**src/hw/rtl/pva_pkg.sv**
```systemverilog
package pva_pkg;

   // list geometry
   localparam int NUM_VOICES = 16;
   localparam int ID_W       = 4;
   localparam int NOTE_W     = 7;
   localparam int SLOT_W     = 8;

   // markers held by a free entry; neither equals a 7-bit note or zero
   localparam logic [SLOT_W-1:0] NOTE_NONE = 8'hFF;
   localparam logic [SLOT_W-1:0] VEL_FREE  = 8'hFF;

   // request opcodes
   localparam logic OP_NOTE = 1'b0;
   localparam logic OP_FREE = 1'b1;

   // cell update codes
   localparam logic [1:0] CELL_HOLD      = 2'd0;
   localparam logic [1:0] CELL_FROM_PREV = 2'd1;
   localparam logic [1:0] CELL_FROM_NEXT = 2'd2;
   localparam logic [1:0] CELL_SILENCE   = 2'd3;

   typedef struct packed {
      logic [ID_W-1:0]   id;
      logic [SLOT_W-1:0] note;
      logic [SLOT_W-1:0] vel;
   } entry_type;

   typedef struct packed {
      logic       sample;
      logic [1:0] op;
   } cell_ctrl_type;

   typedef struct packed {
      logic id_hit;
      logic note_hit;
   } cell_hit_type;

endpackage

```
**src/hw/rtl/pva_cell.sv**
```systemverilog
module pva_cell import pva_pkg::*; (
   input  logic                clock,
   input  logic                reset,
   input  logic [ID_W-1:0]     cell_index,
   input  cell_ctrl_type       ctrl,
   input  logic [NOTE_W-1:0]   cmd_note,
   input  logic [ID_W-1:0]     cmd_free_voice,
   input  entry_type           prev_entry,
   input  entry_type           next_entry,
   output entry_type           entry,
   output cell_hit_type        hit
);

   entry_type    entry_ff, entry_in;
   cell_hit_type hit_ff, hit_in;

   // compare the incoming beat against this entry
   always_comb begin
      hit_in = hit_ff;
      if (ctrl.sample) begin
         hit_in.id_hit   = (entry_ff.id == cmd_free_voice);
         hit_in.note_hit = (entry_ff.note == {1'b0, cmd_note}) && (entry_ff.vel != '0);
      end
   end

   // entry update from the neighbors
   always_comb begin
      entry_in = entry_ff;
      unique case (ctrl.op)
         CELL_HOLD:      entry_in = entry_ff;
         CELL_FROM_PREV: entry_in = prev_entry;
         CELL_FROM_NEXT: entry_in = next_entry;
         CELL_SILENCE:   entry_in.vel = '0;
         default:        entry_in = entry_ff;
      endcase
   end

   always_ff @(posedge clock) begin
      if (reset) begin
         entry_ff.id   <= cell_index;
         entry_ff.note <= NOTE_NONE;
         entry_ff.vel  <= VEL_FREE;
         hit_ff        <= '0;
      end else begin
         entry_ff <= entry_in;
         hit_ff   <= hit_in;
      end
   end

   assign entry = entry_ff;
   assign hit   = hit_ff;

endmodule

```
**src/hw/rtl/polyphonic_voice_allocator_top.sv**
```systemverilog
// Oldest-first voice allocator over a row of 16 list cells. A beat is taken
// when start is high and busy is low. For each beat every cell first
// registers its compare against the beat, then the whole row updates at once
// (busy is high in that cycle), so no new beat is taken until the update is
// done. A note-on or a matched note-off puts one result on the rsp_ ports for
// a single cycle, marked by rsp_strobe, in the cycle after the update; the
// receiver cannot hold it off and must take it in that cycle.
// Free reports and unmatched note-offs give no result.
module polyphonic_voice_allocator_top import pva_pkg::*; (
   input  logic              clock,
   input  logic              reset,
   input  logic              start,
   output logic              busy,
   input  logic              req_opcode,
   input  logic [6:0]        req_note,
   input  logic [6:0]        req_velocity,
   input  logic [3:0]        req_free_voice,
   output logic              rsp_strobe,
   output logic [3:0]        rsp_voice,
   output logic [6:0]        rsp_out_note,
   output logic [6:0]        rsp_out_velocity,
   output logic              rsp_note_sent
);

   logic accept;
   logic phase_ff, phase_in;
   logic              cmd_op_ff;
   logic [NOTE_W-1:0] cmd_note_ff;
   logic [6:0]        cmd_vel_ff;
   logic [ID_W-1:0]   cmd_fv_ff;

   entry_type       cell_entry [NUM_VOICES];
   cell_hit_type    cell_hit   [NUM_VOICES];
   cell_ctrl_type   cell_ctrl  [NUM_VOICES];
   logic [NUM_VOICES-1:0] id_hit_vec, note_hit_vec, first_hit_vec;

   entry_type fresh_entry, back_entry;

   logic              rsp_strobe_ff, rsp_strobe_in;
   logic [ID_W-1:0]   rsp_voice_ff, rsp_voice_in;
   logic [6:0]        rsp_note_ff, rsp_note_in;
   logic [6:0]        rsp_vel_ff, rsp_vel_in;
   logic              rsp_sent_ff, rsp_sent_in;
   logic [ID_W-1:0]   off_voice;

   assign accept   = start && !phase_ff;
   assign phase_in = accept;
   assign busy     = phase_ff;

   // control and command registers
   always_ff @(posedge clock) begin
      if (reset) begin
         phase_ff <= 1'b0;
      end else begin
         phase_ff <= phase_in;
      end
   end

   always_ff @(posedge clock) begin
      if (accept) begin
         cmd_op_ff   <= req_opcode;
         cmd_note_ff <= req_note;
         cmd_vel_ff  <= req_velocity;
         cmd_fv_ff   <= req_free_voice;
      end
   end

   // entries fed in at both ends of the row
   assign fresh_entry = '{id: cmd_fv_ff, note: NOTE_NONE, vel: VEL_FREE};
   assign back_entry  = '{id: cell_entry[0].id, note: {1'b0, cmd_note_ff},
                          vel: {1'b0, cmd_vel_ff}};

   // gather the registered hit flags
   always_comb begin
      for (int i = 0; i < NUM_VOICES; i++) begin
         id_hit_vec[i]   = cell_hit[i].id_hit;
         note_hit_vec[i] = cell_hit[i].note_hit;
      end
   end

   // per-cell update codes for the update cycle
   always_comb begin
      for (int i = 0; i < NUM_VOICES; i++) begin
         first_hit_vec[i]   = note_hit_vec[i] &&
                              !(|(note_hit_vec & ~({NUM_VOICES{1'b1}} << i)));
         cell_ctrl[i].sample = accept;
         cell_ctrl[i].op     = CELL_HOLD;
         if (phase_ff) begin
            if (cmd_op_ff == OP_FREE) begin
               // entries in front of the freed voice slide back by one
               if (|(id_hit_vec >> i)) begin
                  cell_ctrl[i].op = CELL_FROM_PREV;
               end
            end else if (cmd_vel_ff == '0) begin
               if (first_hit_vec[i]) begin
                  cell_ctrl[i].op = CELL_SILENCE;
               end
            end else begin
               cell_ctrl[i].op = CELL_FROM_NEXT;
            end
         end
      end
   end

   // row of list cells
   for (genvar g = 0; g < NUM_VOICES; g++) begin : g_cell
      entry_type prev_e, next_e;
      if (g == 0) begin : g_head
         assign prev_e = fresh_entry;
      end else begin : g_mid
         assign prev_e = cell_entry[g-1];
      end
      if (g == NUM_VOICES - 1) begin : g_tail
         assign next_e = back_entry;
      end else begin : g_body
         assign next_e = cell_entry[g+1];
      end
      pva_cell u_cell (
         .clock          (clock),
         .reset          (reset),
         .cell_index     (ID_W'(g)),
         .ctrl           (cell_ctrl[g]),
         .cmd_note       (req_note),
         .cmd_free_voice (req_free_voice),
         .prev_entry     (prev_e),
         .next_entry     (next_e),
         .entry          (cell_entry[g]),
         .hit            (cell_hit[g])
      );
   end

   // voice of the first matching note-off entry
   always_comb begin
      off_voice = '0;
      for (int i = 0; i < NUM_VOICES; i++) begin
         off_voice = off_voice | (cell_entry[i].id & {ID_W{first_hit_vec[i]}});
      end
   end

   // result beat
   always_comb begin
      rsp_strobe_in = 1'b0;
      rsp_voice_in  = off_voice;
      rsp_note_in   = '0;
      rsp_vel_in    = '0;
      rsp_sent_in   = 1'b0;
      if (phase_ff && cmd_op_ff == OP_NOTE) begin
         if (cmd_vel_ff == '0) begin
            rsp_strobe_in = |note_hit_vec;
         end else begin
            rsp_strobe_in = 1'b1;
            rsp_voice_in  = cell_entry[0].id;
            rsp_note_in   = cmd_note_ff;
            rsp_vel_in    = cmd_vel_ff;
            rsp_sent_in   = 1'b1;
         end
      end
   end

   always_ff @(posedge clock) begin
      if (reset) begin
         rsp_strobe_ff <= 1'b0;
      end else begin
         rsp_strobe_ff <= rsp_strobe_in;
      end
   end

   always_ff @(posedge clock) begin
      rsp_voice_ff <= rsp_voice_in;
      rsp_note_ff  <= rsp_note_in;
      rsp_vel_ff   <= rsp_vel_in;
      rsp_sent_ff  <= rsp_sent_in;
   end

   assign rsp_strobe       = rsp_strobe_ff;
   assign rsp_voice        = rsp_voice_ff;
   assign rsp_out_note     = rsp_note_ff;
   assign rsp_out_velocity = rsp_vel_ff;
   assign rsp_note_sent    = rsp_sent_ff;

   // checks
   a_update_one_cycle: assert property (@(posedge clock) disable iff (reset)
      busy |=> !busy) else $error("update cycle lasted more than one cycle");

   a_strobe_after_update: assert property (@(posedge clock) disable iff (reset)
      rsp_strobe |-> $past(busy)) else $error("result without an update cycle");

   a_ids_unique: assert property (@(posedge clock) disable iff (reset)
      busy |-> $onehot0(id_hit_vec)) else $error("voice id held by two cells");

   a_note_on_velocity: assert property (@(posedge clock) disable iff (reset)
      (rsp_strobe && rsp_note_sent) |-> (rsp_out_velocity != '0))
      else $error("note-on result with zero velocity");

endmodule

```
**config.mk**
```make
export PLATFORM = sky130hd
export DESIGN_NAME = polyphonic_voice_allocator_top
export DESIGN_NICKNAME = d
export VERILOG_FILES = /design/src/hw/rtl/pva_pkg.sv /design/src/hw/rtl/pva_cell.sv /design/src/hw/rtl/polyphonic_voice_allocator_top.sv
export SDC_FILE = /design/constraint.sdc
export NUM_CORES = 1
export LEC_CHECK = 0
export BUFFER_PORTS_ARGS = -buffer_cell sky130_fd_sc_hd__buf_2
export CAP_MARGIN = 40
export CORE_UTILIZATION = 66
export CTS_BUF_LIST = sky130_fd_sc_hd__clkbuf_4 sky130_fd_sc_hd__clkbuf_8
export CTS_CLUSTER_DIAMETER = 100
export DETAILED_ROUTE_END_ITERATION = 7
export GPL_ROUTABILITY_DRIVEN = 0
export PLACE_DENSITY = 0.83
export SLEW_MARGIN = 20
export SYNTH_ARGS = -nofsm -noshare
export SYNTH_HDL_FRONTEND = slang
export SYNTH_SLANG_ARGS = --single-unit
```
**constraint.sdc**
```tcl
create_clock -name clock -period 5 [get_ports clock]
set_input_delay 0 -clock clock [delete_from_list [all_inputs] [get_ports clock]]
set_output_delay 0 -clock clock [all_outputs]
set_load 0.01 [all_outputs]
```
==> flow_metrics.env <==
export IMPL_status="complete, no violations"
export IMPL_syn_inst=2408
export IMPL_synth_top_family_by_area="simple AND/OR/NAND/NOR gates"
export IMPL_first_pass_iters=5
export IMPL_viasPerCell=6.43
export IMPL_period_share_pct=81.2
export IMPL_ys_warn_count=0
export IMPL_final_cells=2838
export IMPL_reg2reg_depth=10
export IMPL_critPathCaptureType="flop"
export IMPL_rows=65
export IMPL_synth_compound_area_share_pct=13.6
export IMPL_syn2layout_area_growth_pct=8.78
export IMPL_cts_buffer_depth=3
export IMPL_fin_area_sq_um=23600
export IMPL_fmax_mhz=246
export IMPL_fp_dieH_um=183
export IMPL_ys_seq_elements=392
export IMPL_ys_seq_area_share_pct=37.1
export IMPL_path_max_fanout=13
export IMPL_power_leakage_nw=9.19
export IMPL_cts_made_buffers=66
export IMPL_cts_setup_buffers=0
export IMPL_core_area_sq_um=31900
export IMPL_portBuffers=42
export IMPL_dp_slack_ps=1040
export IMPL_hpwlAfterDp_um=40400
export IMPL_drive_gt1_share_pct=14.9
export IMPL_synth_area_mux_share_pct=15.6
export IMPL_powerDensity_nw_per_um2=309
export IMPL_max_cap_violations=0
export IMPL_syn_cell_area_sq_um=21700
export IMPL_cp_arrival_ps=4590
export IMPL_drc=0
export IMPL_slowest_delay_ps=670
export IMPL_cts_max_level=3
export IMPL_ant_nets=0
export IMPL_hp_class="primary input to flop"
export IMPL_avgRoutedWirePerCell_um=20.8
export IMPL_antenna_found_initial=0
export IMPL_nNetsFinal=2426
export IMPL_overflow=0
export IMPL_yosys_most_used_dff="dfxtp_1"
export IMPL_die_w_um=183
export IMPL_root_buffer="clkbuf_8"
export IMPL_first_global_vias=17600
export IMPL_grt_pass1_wl_um=93600
export IMPL_tritoncts="done"
export IMPL_worst_slack_ps=942
export IMPL_antenna_cells=0
export IMPL_peakVddDrop_mv=0.355
export IMPL_grt_setup_unrepaired="false"
export IMPL_critPathLaunchType="flop"
export IMPL_min_period_ps=4060
export IMPL_synth_xor_area_share_pct=7.12
export IMPL_initial_core_util_pct=67.9
export IMPL_synthAdderAreaFrac_pct=2.77
export IMPL_via_count=18200
export IMPL_min_from="req_velocity[2]"
export IMPL_synthSimpleGateAreaFrac_pct=19.6
export IMPL_drtIter0Drc=1860
export IMPL_ys_async_sr_fraction_pct=0
export IMPL_worst_pin_slew_ps=938
export IMPL_path_cells="nor4_2, nand3b_1, or4_1, or4_1, o31ai_1, ha_1, inv_1, nand2_1, o21ai_0, o21ai_0"
export IMPL_clk_pin_slew_ps=60
export IMPL_crit_required_ps=5530
export IMPL_grt_max_degree=212
export IMPL_drt_wl_total_um=59100
export IMPL_ios=43
export IMPL_clkLatencyLatePin_ps=650
export IMPL_worst_path_max_delay_cell="ha_1"
export IMPL_synth_fp_nets=2478
export IMPL_dpl_cell_count=2695
export IMPL_synth_distinct_cells=56
export IMPL_critical_path_startpoint="g_cell[14].u_cell.hit[1]"
export IMPL_setup_viol=0
export IMPL_place_area_sq_um=21900
export IMPL_finClkSkew_ps=47.1
export IMPL_r2r_start="g_cell[14].u_cell.hit[1]"
export IMPL_power_total_mw=7.29
export IMPL_dieArea_sq_um=33500
export IMPL_cts_sinks=392
export IMPL_maxSlewViolCount=0
export IMPL_synth_area_per_cell_sq_um=8.99
export IMPL_min_path_cells=2
export IMPL_synth_edf_count=19
export IMPL_gr_usage_all_layers_pct=34.9
export IMPL_setup_tns_final_ps=0
export IMPL_criticalPathCategory="flop to flop"
export IMPL_relSlewSlack_pct=35.8
export IMPL_final_hold_viol_count=0
critical path: cells and delay by family (launching register included):
kind / cells / cell delay, ps
compound gates: 3 / 660
buf+inv: 1 / 280
flops: 1 / 340
fa+ha+maj: 1 / 670
simple gates: 5 / 2010
final cells by class:
| type | count | area (sq um) |
|---|---|---|
| clock buffer | 103 | 1280 |
| clock inverter | 12 | 119 |
| fill | 2277 | 8330 |
| inverter | 25 | 93.8 |
| multi-input combinational | 1772 | 12700 |
| sequential | 392 | 8040 |
| tap | 435 | 544 |
| timing repair buffer | 99 | 793 |
registers in the layout (all words and copies together) (netlist names):
| signal | cells |
|---|---|
| cmd_fv_ff | 4 |
| busy | 1 |
| rsp_out_velocity | 7 |
| cmd_op_ff | 1 |
| g_cell.u_cell.hit | 32 |
| g_cell.u_cell.entry | 320 |
| cmd_note_ff | 7 |
| rsp_voice | 4 |
| rsp_note_sent | 1 |
| cmd_vel_ff | 7 |
| rsp_strobe | 1 |
| rsp_out_note | 7 |
cells in the final DEF, fill, tap and decap left out, types with 4 or more instances in the layout:
master           n
a2111oi_0        9
a211o_1        119
a21oi_1        239
a221oi_1         4
and2_1          19
buf_2           41
buf_4           17
buf_8           12
clkbuf_4        22
clkbuf_8        81
clkinv_2         4
dfxtp_1        373
dlygate4sd3_1   21
edfxtp_1        19
ha_1            48
inv_1           24
inv_6            6
mux2_2         137
mux2i_1        183
nand2_1         78
nand2b_1       148
nand3_1          6
nand3b_1         7
nand4_1         26
nor2_1         230
nor2b_1         20
nor3_1          10
nor3b_1        122
nor4_1          68
o21a_1          14
o21ai_0         38
o32a_1           4
or2_2           21
or4_1            5
xnor2_1         63
xor2_1         113
synthesized netlist by cell type (5+ instances only):
cell	instances	area (sq um)
dfxtp_1	373	7470
a21oi_1	239	1200
nor2_1	230	863
mux2i_1	183	1830
clkbuf_1	178	668
nand2b_1	148	926
mux2_2	137	1540
nor3b_1	122	916
a211o_1	119	1040
xor2_1	113	990
nand2_1	78	293
nor4_1	68	425
xnor2_1	63	552
ha_1	48	601
o21ai_0	38	190
buf_1	31	116
nand4_1	26	163
inv_1	25	93.8
or2_2	21	131
nor2b_1	20	125
and2_1	19	119
edfxtp_1	19	571
o21a_1	14	105
nor3_1	10	50.1
a2111oi_0	9	78.8
clkbuf_2	9	45.0
nand3b_1	7	52.6
nand3_1	6	30.0
or4_1	5	37.5
final timing paths:
path	to	slack, ps
setup / recovery	g_cell[0].u_cell.entry[4]	940
hold / removal	cmd_vel_ff[2]	80
setup reg to reg	g_cell[0].u_cell.entry[4]	940
hold reg to reg	g_cell[11].u_cell.hit[1]	470
logic make-up (layout without fill, tap and decap cells):
logic type | after synthesis | in the layout
and+or+nand+nor | 773 | 773
AOI/OAI and AO/OA | 455 | 455
DFF | 392 | 392
muxes | 320 | 320
buffers and inverters | 244 | 239
xor gates and xnor gates | 176 | 176
adders and majority gates | 48 | 48
repair_timing:
item | in CTS | in global routing
endpoints found under the hold margin | 41 | 50
hold buffers | 20 | 1
gates resized for setup | 0 | 0
stage by stage:
stage / hold WS [ps] / util [%]
5_1_grt: 78.3 / 73.9
3_5_place_dp: 178 / 68.6
2_1_floorplan: 98.9 / -
4_1_cts: 33.8 / 73.6
6_report: 82.7 / 73.9
3_3_place_gp: 178 / 68.1
layer usage:
| metal | up-vias | part of all wire [%] | track usage [%] |
|---|---|---|---|
| met3 | 161 | 9.2 | 7.27 |
| met1 | 8778 | 42 | 46.4 |
| met5 | - | 0 | 0 |
| met4 | 0 | 3.2 | 14.1 |
| met2 | 942 | 46 | 55.3 |
| li1 | 8356 | - | - |
power by group:
part | leakage [nW] | switching (mW) | internal, mW | total (mW)
clock network | 0.747 | 1.36 | 1.69 | 3.06
registers | 3.22 | 0.144 | 3.27 | 3.41
logic | 5.22 | 0.463 | 0.361 | 0.824
total | 9.19 | 1.97 | 5.32 | 7.29
Note: power is estimated with default switching activity, not from simulation.
